$ cat src/rtl/gtph_pkg.sv
// ----------------------------------------------------------------------------
// gtph_pkg
// Shared types, codes and constants of the go-to-point heading controller.
// ----------------------------------------------------------------------------
package gtph_pkg;

  // Fixed field widths
  localparam int ANG_W      = 16;  // binary angle, 32768 = pi
  localparam int CMD_W      = 16;  // velocity commands
  localparam int SPD_W      = 15;  // speed settings
  localparam int TOL_W      = 14;  // heading tolerance
  localparam int DTOL_W     = 15;  // distance tolerance
  localparam int MODE_W     = 3;
  localparam int CFG_ADDR_W = 3;

  // CORDIC internals: angles with pi = 2^31
  localparam int ATAN_DEPTH = 24;
  localparam int IDX_W      = 5;
  localparam int ACC_W      = 33;
  localparam int ANG_FRAC   = 16;
  localparam int PROD_W     = 2 * DTOL_W;

  // Normalization: leading one brought up to bit NORM_BIT
  localparam int NORM_BIT     = 30;
  localparam int COARSE_BIT   = 22;
  localparam int COARSE_SHIFT = 8;

  localparam logic [ANG_W-1:0] HALF_TURN    = 16'h8000;
  localparam logic [ANG_W-1:0] QUARTER_TURN = 16'h4000;

  // Register reset values
  localparam logic [TOL_W-1:0]  HTOL_RST = 14'd546;
  localparam logic [DTOL_W-1:0] DTOL_RST = 15'd77;
  localparam logic [SPD_W-1:0]  FWD_RST  = 15'd0;
  localparam logic [SPD_W-1:0]  TURN_RST = 15'd26;
  localparam logic [SPD_W-1:0]  FINE_RST = 15'd26;

  // Register indexes
  localparam logic [CFG_ADDR_W-1:0] CFG_TARGET_X  = 3'd0;
  localparam logic [CFG_ADDR_W-1:0] CFG_TARGET_Y  = 3'd1;
  localparam logic [CFG_ADDR_W-1:0] CFG_HEAD_TOL  = 3'd2;
  localparam logic [CFG_ADDR_W-1:0] CFG_DIST_TOL  = 3'd3;
  localparam logic [CFG_ADDR_W-1:0] CFG_FWD_SPEED = 3'd4;
  localparam logic [CFG_ADDR_W-1:0] CFG_TURN_SPD  = 3'd5;
  localparam logic [CFG_ADDR_W-1:0] CFG_FINE_SPD  = 3'd6;

  typedef enum logic [0:0] {
    OP_POSE = 1'b0,
    OP_MODE = 1'b1
  } op_t;

  typedef enum logic [MODE_W-1:0] {
    MODE_WAITING = 3'd0,
    MODE_INIT    = 3'd1,
    MODE_EXEC    = 3'd2,
    MODE_PAUSE   = 3'd3,
    MODE_STOP    = 3'd4
  } run_mode_t;

  typedef enum logic [1:0] {
    NAV_FIX      = 2'd0,
    NAV_STRAIGHT = 2'd1,
    NAV_DONE     = 2'd2
  } nav_t;

  typedef enum logic [3:0] {
    S_IDLE,
    S_PREP,
    S_NORM,
    S_CORDIC,
    S_ANGLE,
    S_MUL_X,
    S_MUL_Y,
    S_MUL_D,
    S_DECIDE,
    S_EMIT
  } state_t;

  typedef enum logic [2:0] {
    OUT_ZERO,
    OUT_DONE,
    OUT_FINE,
    OUT_COARSE,
    OUT_FWD
  } out_kind_t;

  typedef enum logic [1:0] {
    MUL_X,
    MUL_Y,
    MUL_D
  } mul_sel_t;

  // Controller to datapath
  typedef struct packed {
    logic             load;
    logic             prep;
    logic             norm;
    logic             step;
    logic [IDX_W-1:0] step_idx;
    logic             angle;
    logic             mul_en;
    mul_sel_t         mul_sel;
    logic             out_load;
    out_kind_t        out_kind;
  } dp_cmd_t;

  // Datapath to controller
  typedef struct packed {
    logic zero;
    logic norm_done;
    logic gt_tol;
    logic lt_2tol;
    logic far;
  } dp_status_t;

  // atan(2^-i) with pi = 2^31
  function automatic logic [31:0] atan_entry(input logic [IDX_W-1:0] idx);
    logic [31:0] v;
    case (idx)
      5'd0:    v = 32'd536870912;
      5'd1:    v = 32'd316933406;
      5'd2:    v = 32'd167458907;
      5'd3:    v = 32'd85004756;
      5'd4:    v = 32'd42667331;
      5'd5:    v = 32'd21354465;
      5'd6:    v = 32'd10680350;
      5'd7:    v = 32'd5340245;
      5'd8:    v = 32'd2670163;
      5'd9:    v = 32'd1335087;
      5'd10:   v = 32'd667544;
      5'd11:   v = 32'd333772;
      5'd12:   v = 32'd166886;
      5'd13:   v = 32'd83443;
      5'd14:   v = 32'd41722;
      5'd15:   v = 32'd20861;
      5'd16:   v = 32'd10430;
      5'd17:   v = 32'd5215;
      5'd18:   v = 32'd2608;
      5'd19:   v = 32'd1304;
      5'd20:   v = 32'd652;
      5'd21:   v = 32'd326;
      5'd22:   v = 32'd163;
      5'd23:   v = 32'd81;
      default: v = 32'd0;
    endcase
    return v;
  endfunction

endpackage

$ cat src/rtl/gtph_ctrl.sv
// ----------------------------------------------------------------------------
// gtph_ctrl
// Sequencer: run mode, navigation phase, CORDIC step count and result valid.
// ----------------------------------------------------------------------------
module gtph_ctrl #(
  parameter int CORDIC_STEPS = 16
) (
  input  logic                          clk,
  input  logic                          rst_n,
  input  logic                          in_valid,
  output logic                          in_stall,
  input  logic                          in_operation,
  input  logic [gtph_pkg::MODE_W-1:0]   in_requested_mode,
  output logic                          out_valid,
  input  logic                          out_stall,
  output gtph_pkg::dp_cmd_t             cmd,
  input  gtph_pkg::dp_status_t          status
);
  import gtph_pkg::*;

  state_t           state_r, state_nxt;
  run_mode_t        run_r, run_nxt;
  nav_t             nav_r, nav_nxt;
  logic             init_r, init_nxt;
  logic             pause_r, pause_nxt;
  logic             out_valid_r, out_valid_nxt;
  logic [IDX_W-1:0] step_r, step_nxt;
  out_kind_t        kind_r, kind_nxt;
  logic             emit_fire;

  // Result register free or being drained this cycle
  assign emit_fire = (state_r == S_EMIT) && (!out_valid_r || !out_stall);

  // Next state and mode bookkeeping
  always_comb begin
    state_nxt = state_r;
    run_nxt   = run_r;
    nav_nxt   = nav_r;
    init_nxt  = init_r;
    pause_nxt = pause_r;
    step_nxt  = step_r;
    kind_nxt  = kind_r;
    case (state_r)
      S_IDLE: begin
        if (in_valid) begin
          if (in_operation == OP_MODE) begin
            // undefined mode codes are ignored
            if (in_requested_mode <= MODE_STOP) begin
              run_nxt = run_mode_t'(in_requested_mode);
            end
          end else begin
            case (run_r)
              MODE_INIT: begin
                run_nxt  = MODE_EXEC;
                init_nxt = 1'b1;
                nav_nxt  = NAV_FIX;
              end
              MODE_EXEC: begin
                pause_nxt = 1'b1;
                if (nav_r == NAV_DONE) begin
                  kind_nxt  = OUT_DONE;
                  run_nxt   = MODE_WAITING;
                  state_nxt = S_EMIT;
                end else begin
                  state_nxt = S_PREP;
                end
              end
              MODE_PAUSE: begin
                if (pause_r) begin
                  pause_nxt = 1'b0;
                  if (init_r) begin
                    kind_nxt  = OUT_ZERO;
                    state_nxt = S_EMIT;
                  end
                end
              end
              MODE_STOP: begin
                run_nxt = MODE_WAITING;
                if (init_r) begin
                  init_nxt  = 1'b0;
                  kind_nxt  = OUT_ZERO;
                  state_nxt = S_EMIT;
                end
              end
              default: ;
            endcase
          end
        end
      end
      S_PREP: begin
        step_nxt  = '0;
        state_nxt = S_NORM;
      end
      S_NORM: begin
        // goal on top of the robot: bearing is zero, no rotation needed
        if (status.zero) begin
          state_nxt = S_ANGLE;
        end else if (status.norm_done) begin
          state_nxt = S_CORDIC;
        end
      end
      S_CORDIC: begin
        step_nxt = step_r + 5'd1;
        if (step_r == IDX_W'(CORDIC_STEPS - 1)) begin
          state_nxt = S_ANGLE;
        end
      end
      S_ANGLE: begin
        state_nxt = (nav_r == NAV_STRAIGHT) ? S_MUL_X : S_DECIDE;
      end
      S_MUL_X: state_nxt = S_MUL_Y;
      S_MUL_Y: state_nxt = S_MUL_D;
      S_MUL_D: state_nxt = S_DECIDE;
      S_DECIDE: begin
        state_nxt = S_IDLE;
        if (nav_r == NAV_FIX) begin
          if (status.gt_tol && status.lt_2tol) begin
            kind_nxt  = OUT_FINE;
            state_nxt = S_EMIT;
          end else if (status.gt_tol) begin
            kind_nxt  = OUT_COARSE;
            state_nxt = S_EMIT;
          end else begin
            nav_nxt = NAV_STRAIGHT;
          end
        end else begin
          if (status.far) begin
            kind_nxt  = OUT_FWD;
            state_nxt = S_EMIT;
          end else begin
            nav_nxt = NAV_DONE;
          end
          // heading drifted off: back to turning
          if (status.gt_tol) begin
            nav_nxt = NAV_FIX;
          end
        end
      end
      S_EMIT: begin
        if (emit_fire) begin
          state_nxt = S_IDLE;
        end
      end
      default: state_nxt = S_IDLE;
    endcase
  end

  // Output valid: set on load, held while stalled
  assign out_valid_nxt = emit_fire || (out_valid_r && out_stall);

  // Datapath commands
  always_comb begin
    cmd          = '0;
    cmd.load     = (state_r == S_IDLE) && in_valid;
    cmd.prep     = (state_r == S_PREP);
    cmd.norm     = (state_r == S_NORM) && !status.zero && !status.norm_done;
    cmd.step     = (state_r == S_CORDIC);
    cmd.step_idx = step_r;
    cmd.angle    = (state_r == S_ANGLE);
    cmd.out_load = emit_fire;
    cmd.out_kind = kind_r;
    case (state_r)
      S_MUL_X: begin
        cmd.mul_en  = 1'b1;
        cmd.mul_sel = MUL_X;
      end
      S_MUL_Y: begin
        cmd.mul_en  = 1'b1;
        cmd.mul_sel = MUL_Y;
      end
      S_MUL_D: begin
        cmd.mul_en  = 1'b1;
        cmd.mul_sel = MUL_D;
      end
      default: cmd.mul_en = 1'b0;
    endcase
  end

  assign in_stall  = (state_r != S_IDLE);
  assign out_valid = out_valid_r;

  // Control registers
  always_ff @(posedge clk) begin
    if (!rst_n) begin
      state_r     <= S_IDLE;
      run_r       <= MODE_WAITING;
      nav_r       <= NAV_FIX;
      init_r      <= 1'b0;
      pause_r     <= 1'b1;
      out_valid_r <= 1'b0;
    end else begin
      state_r     <= state_nxt;
      run_r       <= run_nxt;
      nav_r       <= nav_nxt;
      init_r      <= init_nxt;
      pause_r     <= pause_nxt;
      out_valid_r <= out_valid_nxt;
    end
  end

  // Step count and pending result kind
  always_ff @(posedge clk) begin
    step_r <= step_nxt;
    kind_r <= kind_nxt;
  end

endmodule

$ cat src/rtl/gtph_datapath.sv
// ----------------------------------------------------------------------------
// gtph_datapath
// Settings, goal offset, CORDIC atan2, heading error, distance check and the
// result register.
// ----------------------------------------------------------------------------
module gtph_datapath #(
  parameter int COORD_WIDTH = 16
) (
  input  logic                                     clk,
  input  logic                                     rst_n,
  input  logic                                     cfg_wr_en,
  input  logic [gtph_pkg::CFG_ADDR_W-1:0]          cfg_index,
  input  logic [((COORD_WIDTH > gtph_pkg::DTOL_W) ?
                 COORD_WIDTH : gtph_pkg::DTOL_W)-1:0] cfg_data,
  input  logic signed [COORD_WIDTH-1:0]            in_pos_x,
  input  logic signed [COORD_WIDTH-1:0]            in_pos_y,
  input  logic signed [gtph_pkg::ANG_W-1:0]        in_heading,
  input  gtph_pkg::dp_cmd_t                        cmd,
  output gtph_pkg::dp_status_t                     status,
  output logic signed [gtph_pkg::CMD_W-1:0]        out_linear_cmd,
  output logic signed [gtph_pkg::CMD_W-1:0]        out_angular_cmd,
  output logic                                     out_goal_reached
);
  import gtph_pkg::*;

  localparam int MW = COORD_WIDTH + 1;                       // offset width
  localparam int NW = (MW > NORM_BIT + 1) ? MW : NORM_BIT + 1; // normalized
  localparam int XW = NW + 3;                                // CORDIC x/y
  localparam int CW = (MW > DTOL_W) ? MW : DTOL_W;           // compare width

  // Settings
  logic signed [COORD_WIDTH-1:0] tx_r, ty_r;
  logic [TOL_W-1:0]              htol_r;
  logic [DTOL_W-1:0]             dtol_r;
  logic [SPD_W-1:0]              fwd_r, turn_r, fine_r;

  // Working registers
  logic signed [MW-1:0]    dx_r, dy_r;
  logic [ANG_W-1:0]        heading_r;
  logic [MW-1:0]           ax_r, ay_r;
  logic                    zero_r;
  logic signed [XW-1:0]    x_r, y_r;
  logic signed [ACC_W-1:0] acc_r;
  logic [ANG_W-1:0]        abs_err_r;
  logic                    neg_r;
  logic [PROD_W-1:0]       px_r, py_r, pd_r;

  // Result registers
  logic signed [CMD_W-1:0] lin_r, lin_nxt;
  logic signed [CMD_W-1:0] ang_r, ang_nxt;
  logic                    goal_r, goal_nxt;

  logic [MW-1:0]           ax_w, ay_w;
  logic [NW-1:0]           or_w;
  logic                    coarse_w;
  logic signed [XW-1:0]    xs_w, ys_w;
  logic signed [ACC_W-1:0] tab_w, rnd_w;
  logic [ACC_W-ANG_FRAC-1:0] rq_w;
  logic [ANG_W-1:0]        t_w, bearing_w, err_w;
  logic [CW-1:0]           axc_w, ayc_w, dc_w;
  logic [DTOL_W-1:0]       mul_a, mul_b;
  logic [PROD_W-1:0]       prod_w;
  logic [PROD_W:0]         sum_w;

  // Settings write port
  always_ff @(posedge clk) begin
    if (!rst_n) begin
      tx_r   <= '0;
      ty_r   <= '0;
      htol_r <= HTOL_RST;
      dtol_r <= DTOL_RST;
      fwd_r  <= FWD_RST;
      turn_r <= TURN_RST;
      fine_r <= FINE_RST;
    end else if (cfg_wr_en) begin
      case (cfg_index)
        CFG_TARGET_X:  tx_r   <= cfg_data[COORD_WIDTH-1:0];
        CFG_TARGET_Y:  ty_r   <= cfg_data[COORD_WIDTH-1:0];
        CFG_HEAD_TOL:  htol_r <= cfg_data[TOL_W-1:0];
        CFG_DIST_TOL:  dtol_r <= cfg_data[DTOL_W-1:0];
        CFG_FWD_SPEED: fwd_r  <= cfg_data[SPD_W-1:0];
        CFG_TURN_SPD:  turn_r <= cfg_data[SPD_W-1:0];
        CFG_FINE_SPD:  fine_r <= cfg_data[SPD_W-1:0];
        default: ;
      endcase
    end
  end

  // Offset magnitudes
  assign ax_w = dx_r[MW-1] ? (~dx_r + 1'b1) : dx_r;
  assign ay_w = dy_r[MW-1] ? (~dy_r + 1'b1) : dy_r;

  // Normalization: shift by 8 while far below the target bit, else by 1
  assign or_w             = x_r[NW-1:0] | y_r[NW-1:0];
  assign status.norm_done = |or_w[NW-1:NORM_BIT];
  assign coarse_w         = ~|or_w[NW-1:COARSE_BIT];
  assign status.zero      = zero_r;

  // One CORDIC vectoring micro-rotation
  assign xs_w  = x_r >>> cmd.step_idx;
  assign ys_w  = y_r >>> cmd.step_idx;
  assign tab_w = ACC_W'(atan_entry(cmd.step_idx));

  // Round CORDIC angle to binary angle, clamp to 0 .. a quarter turn
  assign rnd_w = acc_r + ACC_W'(32768);
  assign rq_w  = rnd_w[ACC_W-1:ANG_FRAC];

  always_comb begin
    if (zero_r || acc_r[ACC_W-1]) begin
      t_w = '0;
    end else if (rq_w > (ACC_W - ANG_FRAC)'(QUARTER_TURN)) begin
      t_w = QUARTER_TURN;
    end else begin
      t_w = rq_w[ANG_W-1:0];
    end
  end

  // Quadrant mapping by offset signs
  always_comb begin
    case ({dx_r[MW-1], dy_r[MW-1]})
      2'b00:   bearing_w = t_w;
      2'b01:   bearing_w = ANG_W'(0) - t_w;
      2'b10:   bearing_w = HALF_TURN - t_w;
      2'b11:   bearing_w = t_w - HALF_TURN;
      default: bearing_w = t_w;
    endcase
  end

  // Heading error wraps modulo a full turn; exactly pi counts as negative
  assign err_w = bearing_w - heading_r;

  // Heading checks
  assign status.gt_tol  = abs_err_r > ANG_W'(htol_r);
  assign status.lt_2tol = abs_err_r < ANG_W'({htol_r, 1'b0});

  // Squared distance: one multiplier shared by the MUL_X, MUL_Y and MUL_D steps
  assign axc_w = CW'(ax_r);
  assign ayc_w = CW'(ay_r);
  assign dc_w  = CW'(dtol_r);

  always_comb begin
    case (cmd.mul_sel)
      MUL_X: begin
        mul_a = axc_w[DTOL_W-1:0];
        mul_b = axc_w[DTOL_W-1:0];
      end
      MUL_Y: begin
        mul_a = ayc_w[DTOL_W-1:0];
        mul_b = ayc_w[DTOL_W-1:0];
      end
      MUL_D: begin
        mul_a = dtol_r;
        mul_b = dtol_r;
      end
      default: begin
        mul_a = dtol_r;
        mul_b = dtol_r;
      end
    endcase
  end

  assign prod_w = mul_a * mul_b;
  assign sum_w  = {1'b0, px_r} + {1'b0, py_r};
  assign status.far = (axc_w > dc_w) || (ayc_w > dc_w) || (sum_w > {1'b0, pd_r});

  // Working registers
  always_ff @(posedge clk) begin
    if (cmd.load) begin
      dx_r      <= {tx_r[COORD_WIDTH-1], tx_r} - {in_pos_x[COORD_WIDTH-1], in_pos_x};
      dy_r      <= {ty_r[COORD_WIDTH-1], ty_r} - {in_pos_y[COORD_WIDTH-1], in_pos_y};
      heading_r <= in_heading;
    end
    if (cmd.prep) begin
      ax_r   <= ax_w;
      ay_r   <= ay_w;
      x_r    <= XW'(ax_w);
      y_r    <= XW'(ay_w);
      zero_r <= (ax_w == '0) && (ay_w == '0);
      acc_r  <= '0;
    end else if (cmd.norm) begin
      x_r <= coarse_w ? (x_r <<< COARSE_SHIFT) : (x_r <<< 1);
      y_r <= coarse_w ? (y_r <<< COARSE_SHIFT) : (y_r <<< 1);
    end else if (cmd.step) begin
      if (!y_r[XW-1]) begin
        x_r   <= x_r + ys_w;
        y_r   <= y_r - xs_w;
        acc_r <= acc_r + tab_w;
      end else begin
        x_r   <= x_r - ys_w;
        y_r   <= y_r + xs_w;
        acc_r <= acc_r - tab_w;
      end
    end
    if (cmd.angle) begin
      neg_r     <= err_w[ANG_W-1];
      abs_err_r <= err_w[ANG_W-1] ? (~err_w + 16'd1) : err_w;
    end
    if (cmd.mul_en) begin
      case (cmd.mul_sel)
        MUL_X:   px_r <= prod_w;
        MUL_Y:   py_r <= prod_w;
        MUL_D:   pd_r <= prod_w;
        default: ;
      endcase
    end
  end

  // Result composition
  always_comb begin
    lin_nxt  = '0;
    ang_nxt  = '0;
    goal_nxt = 1'b0;
    case (cmd.out_kind)
      OUT_ZERO: ;
      OUT_DONE: goal_nxt = 1'b1;
      OUT_FINE: begin
        lin_nxt = CMD_W'(fwd_r);
        ang_nxt = neg_r ? (CMD_W'(0) - CMD_W'(fine_r)) : CMD_W'(fine_r);
      end
      OUT_COARSE: begin
        ang_nxt = neg_r ? (CMD_W'(0) - CMD_W'(turn_r)) : CMD_W'(turn_r);
      end
      OUT_FWD: lin_nxt = CMD_W'(fwd_r);
      default: ;
    endcase
  end

  // Result register
  always_ff @(posedge clk) begin
    if (cmd.out_load) begin
      lin_r  <= lin_nxt;
      ang_r  <= ang_nxt;
      goal_r <= goal_nxt;
    end
  end

  assign out_linear_cmd   = lin_r;
  assign out_angular_cmd  = ang_r;
  assign out_goal_reached = goal_r;

endmodule

$ cat src/rtl/go_to_point_heading_controller.sv
// ----------------------------------------------------------------------------
// go_to_point_heading_controller
// Go-to-point steering for a mobile robot: pose samples and mode requests in,
// velocity commands out.
//
//   channel  direction  handshake            payload
//   cfg      in         cfg_wr_en            cfg_index, cfg_data
//   in       in         in_valid / in_stall  operation, pos_x, pos_y, heading,
//                                            requested_mode
//   out      out        out_valid/out_stall  linear_cmd, angular_cmd,
//                                            goal_reached
//
// Mode requests and pose samples that do not run the CORDIC are taken in the
// idle state, then emit any result. A pose sample while executing runs the
// CORDIC atan2: prepare, normalization shifts, CORDIC_STEPS micro-rotations,
// angle, x, y and distance multiplies when going straight, decide and, with
// a result, emit. A goal on the robot's own position skips the CORDIC. One
// item is in work at a time. The result register lets the next item be taken
// while a result waits on out_stall; a further result then waits until that
// register drains. Reset is synchronous, active low.
// ----------------------------------------------------------------------------
module go_to_point_heading_controller #(
  parameter int COORD_WIDTH  = 16,
  parameter int CORDIC_STEPS = 16
) (
  input  logic                                     clk,
  input  logic                                     rst_n,
  input  logic                                     cfg_wr_en,
  input  logic [gtph_pkg::CFG_ADDR_W-1:0]          cfg_index,
  input  logic [((COORD_WIDTH > gtph_pkg::DTOL_W) ?
                 COORD_WIDTH : gtph_pkg::DTOL_W)-1:0] cfg_data,
  input  logic                                     in_valid,
  output logic                                     in_stall,
  input  logic                                     in_operation,
  input  logic signed [COORD_WIDTH-1:0]            in_pos_x,
  input  logic signed [COORD_WIDTH-1:0]            in_pos_y,
  input  logic signed [gtph_pkg::ANG_W-1:0]        in_heading,
  input  logic [gtph_pkg::MODE_W-1:0]              in_requested_mode,
  output logic                                     out_valid,
  input  logic                                     out_stall,
  output logic signed [gtph_pkg::CMD_W-1:0]        out_linear_cmd,
  output logic signed [gtph_pkg::CMD_W-1:0]        out_angular_cmd,
  output logic                                     out_goal_reached
);
  import gtph_pkg::*;

  dp_cmd_t    cmd;
  dp_status_t status;

  // Sequencer
  gtph_ctrl #(
    .CORDIC_STEPS (CORDIC_STEPS)
  ) u_ctrl (
    .clk               (clk),
    .rst_n             (rst_n),
    .in_valid          (in_valid),
    .in_stall          (in_stall),
    .in_operation      (in_operation),
    .in_requested_mode (in_requested_mode),
    .out_valid         (out_valid),
    .out_stall         (out_stall),
    .cmd               (cmd),
    .status            (status)
  );

  // Arithmetic and settings
  gtph_datapath #(
    .COORD_WIDTH (COORD_WIDTH)
  ) u_datapath (
    .clk              (clk),
    .rst_n            (rst_n),
    .cfg_wr_en        (cfg_wr_en),
    .cfg_index        (cfg_index),
    .cfg_data         (cfg_data),
    .in_pos_x         (in_pos_x),
    .in_pos_y         (in_pos_y),
    .in_heading       (in_heading),
    .cmd              (cmd),
    .status           (status),
    .out_linear_cmd   (out_linear_cmd),
    .out_angular_cmd  (out_angular_cmd),
    .out_goal_reached (out_goal_reached)
  );

endmodule

$ cat config.mk
export PLATFORM = sky130hd
export DESIGN_NAME = go_to_point_heading_controller
export DESIGN_NICKNAME = d
export VERILOG_FILES = /design/src/rtl/gtph_pkg.sv /design/src/rtl/gtph_ctrl.sv /design/src/rtl/gtph_datapath.sv /design/src/rtl/go_to_point_heading_controller.sv
export SDC_FILE = /design/constraint.sdc
export NUM_CORES = 2
export LEC_CHECK = 0
export BUFFER_PORTS_ARGS = -buffer_cell sky130_fd_sc_hd__buf_4
export CELL_PAD_IN_SITES_DETAIL_PLACEMENT = 1
export CELL_PAD_IN_SITES_GLOBAL_PLACEMENT = 1
export CORE_UTILIZATION = 35
export CTS_CLUSTER_DIAMETER = 60
export CTS_CLUSTER_SIZE = 28
export DETAILED_ROUTE_END_ITERATION = 6
export GPL_ROUTABILITY_DRIVEN = 0
export GPL_TIMING_DRIVEN = 0
export PLACE_DENSITY = 0.68
export SYNTH_ARGS = -nofsm -noshare
export SYNTH_HDL_FRONTEND = slang
export SYNTH_HIERARCHICAL = 1
export SYNTH_SLANG_ARGS = --single-unit
$ cat constraint.sdc
create_clock -name clk -period 8.7 [get_ports clk]
set_input_delay 0.87 -clock clk [delete_from_list [all_inputs] [get_ports clk]]
set_output_delay 0.87 -clock clk [all_outputs]
set_load 0.03 [all_outputs]
After elaboration in Yosys (flattened, before gate mapping)
Memory sizes are Yosys's and may differ from the RTL's. A register that Yosys moved wholly into a read port is not among the register bits. Cells that the tools add are included.

Output and inout port bits: 35. ROM bits: 960. Logic and storage cells: 239. Input port bits: 76. Bits in registers: 452. Memories kept: 1.

Memory list: (no name shown) (depth 32, width 30, read ports 1, clocked after memory_dff 1, write ports 0, line gtph_pkg.sv:119) `case (idx)`.

Bitwise logic cells: 6. Add/sub/neg operators: 20. Reductions and logical operators: 51. Magnitude comparators: 7. Shifts and indexed selects: 2. Mux-type cells: 68. $mul: 1. Equality and inequality tests: 47.

Operators with widths (number): $mux 34 (8); $add 34x34->34 (2); $mux 17 (4); $sshr 34x5->34 (2); $sub 34x34->34 (2); $mux 16 (4); $pmux 16 s4 (1); $mux 4 (14); $pmux 4 s10 (1); $mux 3 (12); $add 17x1->17 const B (2); $gt 17x15->1 (2); $logic_not 17->1 (2); $not 17->17 (2); $sub 16x16->17 (2); $add 33x17->33 const B (1); $add 33x33->33 (1); $mux 33 (1); $sub 33x33->33 (1); $pmux 16 s2 (1); $sub 1x15->16 const A (2); $add 30x30->31 (1); $gt 31x30->1 (1); $or 31x31->31 (1); other kinds (59) (132).

Longest topological paths before layout
Depth in word-level cells: 10. Depth in mapped cells: 33. Gate-level depth less buffers: 29.

Modules after synthesis
Netlist, hierarchy kept.

By module, submodules not included: gtph_datapath (seq. area each 11120.7 um^2, area an instance 40806.6 um^2, times used 1, cells an instance 4626); gtph_ctrl (seq. area each 480.5 um^2, area an instance 1325.0 um^2, times used 1, cells an instance 159).

Least setup slack after synthesis
No wires, ideal clock.

Path kind: register to register. From: register u_ctrl.state_r[2]. To: register u_datapath.pd_r[29] (data pin). Path slack: 0.179 ns. Data arrival time: 8.252 ns. Setup time: 0.269 ns. Buffers on the path: 4. Stages on the path, launching flop included: 32. Clock period less this slack: 8.521 ns. Required time: 8.431 ns. Cell sequence: dfxtp_1 clkbuf_1 nand2_1 nor3_1 clkbuf_1 buf_1 mux2i_1 nor2_1 a21oi_1 clkbuf_1 nor2_1 fa_1 inv_1 fa_1 inv_1 fa_1 inv_1 fa_1 fa_1 inv_1 fa_1 ha_1 a21o_1 a2111oi_0 o31a_1 o31ai_1 o41a_1 a221oi_1 a211o_1 o21bai_1 a21oi_1 xnor2_1.

RTL lines: from (decl) (line gtph_ctrl.sv:21) `state_t state_r, state_nxt;`; from (signal assigned) (line gtph_ctrl.sv:192) `state_r <= state_nxt;`; to (signal assigned) (line gtph_datapath.sv:202) `MUL_D: pd_r <= prod_w;`; to (decl) (line gtph_datapath.sv:46) `logic [PROD_W-1:0] px_r, py_r, pd_r;`.

Worst setup path after layout
From: register u_ctrl.step_r[3]. To: register u_datapath.y_r[33].

Longest elaborated chain between the ends: 5. Elaborated cells between the ends (all ways): 6. Those cells by class: 2 x add/sub; 1 x shift; 3 x mux.

RTL lines: from (decl) (line gtph_ctrl.sv:27) `logic [IDX_W-1:0] step_r, step_nxt;`; from (signal assigned) (line gtph_ctrl.sv:203) `step_r <= step_nxt;`; $sshr 34x5->34 * (line gtph_datapath.sv:100) `assign xs_w = x_r >>> cmd.step_idx;`; $sub 34x34->34 or $add 34x34->34 (tied branches) (line gtph_datapath.sv:186, gtph_datapath.sv:190); $mux 34 * (line gtph_datapath.sv:184) `if (!y_r[XW-1]) begin`; $mux 34 * (line gtph_datapath.sv:183) `end else if (cmd.step) begin`; $mux 34 * (line gtph_datapath.sv:180) `end else if (cmd.norm) begin`; to (signal assigned) (line gtph_datapath.sv:182) `y_r <= coarse_w ? (y_r <<< COARSE_SHIFT) : (y_r <<< 1);`; to (signal assigned) (line gtph_datapath.sv:186) `y_r <= y_r - xs_w;`; to (signal assigned) (line gtph_datapath.sv:190) `y_r <= y_r + xs_w;`; to (decl) (line gtph_datapath.sv:42) `logic signed [XW-1:0] x_r, y_r;`.

Mark *: on every way between the ends. The rest lies on a longest branch, timed or not. The select of a mux whose other input is x is not followed. A chain may end at the register's enable or synchronous reset.

==> results.cfg <==
[routing]
finalWirelength_um = 156000
drt-initial-drc-count = 3039
drc_errors = 0
vias_per_cell = 5.78
post_drt_wl_per_cell_um = 23.5
firstDrtPassIters = 6
via_count = 38242
drtAntennaViolNets = 0

[timing]
min_period_ps = 8430
setup_violations = 0
slew_viol_final = 4
max_freq_mhz = 119
relSlewSlack_pct = -1.26
hold_violations = 0
fin_crit_sh_pct = 96.9
fin_worst_skew_ps = 98.2
timing.hold.ws_ps = 343
worst-slew-pin-transition_ps = 1510

[logic_synthesis]
postSynthRegisterBits = 448
synth.top_cells.by_area = edfxtp_1 19%, ha_1 11%, dfxtp_1 8.8%
seq_area_frac_synth_pct = 27.5
ys_warn_count = 6
yosysTopAreaCell = edfxtp_1
syn_nets = 5371
synth_edf_count = 263
synth_top_cell_area_share_pct = 18.7
synthArstFlopShare_pct = 0
syn_area_um2 = 42100
yosys_most_used_dff = edfxtp_1
yosysUniqueCellTypes = 101
syn_area_per_cell_um2 = 8.80
netlist_instances = 4785

[cts]
cts_tree = built
cts_sinks = 448
path_clk_slew_ps = 90
clockBufferDepth = 3
cts_root_buf = clkbuf_16
insertion_delay_ps = 720
cts_max_level = 2
cts_buffers = 59

[floorplanning]
dieHeight_um = 349
rows = 126
core_um2 = 119000
die_area_um2 = 122000
dieWidth_um = 349
pin_count = 111
start_util_pct = 35.5

[status]
status = finished with violations
violations = max-capacitance violations, max-slew violations

[finish]
n_antenna_cell = 0
layout_commonest_cell = nand2_1
synthToLayoutAreaGrowth_pct = 12.9
fillers = 13901
final_cell_area_um2 = 47600
drive_gt1_share_pct = 9.83
mostFrequentLayoutCells = 620 x nand2_1, 373 x inv_1, 372 x nor2_1, 364 x ha_1, 316 x a21oi_1
layout.nets = 5552

[global_route]
grt_first_pass_wirelength_um = 237000
grt_pass1_vias = 39307
antenna_found_initial = 1
grt_max_degree = 53
grt.overflow.total = 0
grt_usage_pct = 25.1

[placement]
place_hpwl_um = 122000
io_buffers = 108
place_area_um2 = 45100

[setup_path]
path_cells = buf_2, buf_1, clkbuf_1, clkbuf_2, clkbuf_1, clkbuf_2, buf_2, buf_1, o21ai_0, o21ai_0, xor2_1, ha_1, a21o_1, a21oi_1, o21ai_0, and3_1, o311a_1, o41ai_4, nor2_1, a2111oi_0, xnor3_1, a2111oi_2
worstSetupStartpointType = flop
slowest_stage = buf_1
worst-path-max-fanout = 10
arrival_ps = 9010
cp_slowest_stage_delay_ps = 620
cp.required_ps = 9280
crit_top_cell = o21ai_0
critical_path.endpoint_type = flop
crit_type = reg -> reg

[min_path]
hold_path_class = in -> reg

[flow_run]
max-cap-violations = 1
path summary, 6_finish.rpt:
kind,startpoint,to,slack [ps],cells past startpoint
max reg2reg,u_ctrl/step_r[3],u_datapath/y_r[33],270,22
min reg2reg,u_datapath/acc_r[10],u_datapath/acc_r[10],460,2
min,in_heading[8],u_datapath/heading_r[8],340,1
max,u_ctrl/step_r[3],u_datapath/y_r[33],270,22
per-stage QoR:
step           std cells  worst slack (ps)  utilization [%]  setup TNS, ps
6_report            6617               273             40.1              0
5_1_grt             6617             -5.60             40.1          -16.6
4_1_cts             6613              3.46             40.0              0
3_5_place_dp        6502             -1660             38.0         -56590
3_3_place_gp        6493             -1500             37.9         -47000
2_1_floorplan       4785               179                -              0
routing by layer:
layer  global-route usage [%]  vias up  wire (µm)
met5                        0        -          0
li1                         -    17418          -
met3                     4.95      426      10600
met4                     11.6        0       8130
met2                     40.9     1410      71100
met1                     31.9    18988      65900
synth_stat cells, types with 10 or more instances:
library cell  instances
o211ai_1             27
nor3_1               91
a221oi_1             19
buf_2                24
and2_1               42
nand2b_1             44
o31ai_1              30
nand3_1              71
o21bai_1             25
nor2b_1              72
o41ai_1              11
fa_1                145
ha_1                365
or2_2                14
or4_1                16
a311oi_1             16
inv_1               374
clkbuf_1            162
xnor2_1             201
a21boi_0            113
mux4_2               87
nor2_1              372
o21ai_1              10
nor4_1               25
buf_1                25
mux2i_1              76
nand4_1              42
o21ai_0             202
mux2_2               36
o21a_1               59
a211oi_1             56
nand2_1             620
edfxtp_1            263
or3_1                33
xor2_1              119
o22ai_1              30
a21o_1               87
a31oi_1              48
and3_1               39
dfxtp_1             185
a21oi_1             320
flip-flops by register name (all words and copies together), names as in the netlist, 15 cells and up:
| register | cells |
|---|---|
| u_datapath/y_r | 34 |
| u_datapath/ty_r | 16 |
| u_datapath/x_r | 34 |
| u_datapath/out_angular_cmd | 16 |
| u_datapath/turn_r | 15 |
| u_datapath/dy_r | 17 |
| u_datapath/dtol_r | 15 |
| u_datapath/tx_r | 16 |
| u_datapath/ay_r | 17 |
| u_datapath/out_linear_cmd | 15 |
| u_datapath/abs_err_r | 16 |
| u_datapath/heading_r | 16 |
| u_datapath/ax_r | 17 |
| u_datapath/dx_r | 17 |
| u_datapath/px_r | 29 |
| u_datapath/acc_r | 33 |
| u_datapath/py_r | 29 |
| u_datapath/fwd_r | 15 |
| u_datapath/pd_r | 29 |
| u_datapath/fine_r | 15 |
critical path, delay by kind of cell (launching register included):
kind | cells | cell delay, ps
buffers and inverters | 8 | 3830
AOI/OAI and AO/OA | 9 | 2660
xor gates and xnor gates | 2 | 700
DFF | 1 | 380
adders and majority gates | 1 | 360
and+or+nand+nor | 2 | 310
final cells by class:
| type | instances | area, µm² | share of cell area, % |
|---|---|---|---|
| Buffer | 222 | 1050 | 2.20 |
| Clock buffer | 62 | 1500 | 3.15 |
| Clock inverter | 50 | 729 | 1.53 |
| Inverter | 381 | 1440 | 3.03 |
| Multi-Input combinational cell | 3730 | 28300 | 59.4 |
| Sequential cell | 448 | 11600 | 24.4 |
| Tap cell | 1600 | 2000 | 4.21 |
| Timing Repair Buffer | 124 | 970 | 2.04 |
logic make-up (layout without fill, tap and decap cells):
logic type	Yosys count	in the layout	synth area share (%)
AOI/OAI and AO/OA	1167	1167	18.1
and+or+nand+nor	1527	1527	16.7
other	1	1	0.00890
DFF	448	448	27.5
buffers and inverters	607	839	5.70
xor gates and xnor gates	322	322	6.74
muxes	203	203	7.53
adders and majority gates	510	510	17.7
repair_timing:
action,in CTS,in global routing
pin swaps,1,0
hold buffers,0,0
setup endpoints to repair,58,41
hold endpoints to repair,0,0
setup buffers,2,5
gates resized for setup,53,40
cloned,0,0
Power is not shown: default switching activity piles up to over one toggle a cycle in this logic, so the estimate is an artifact.
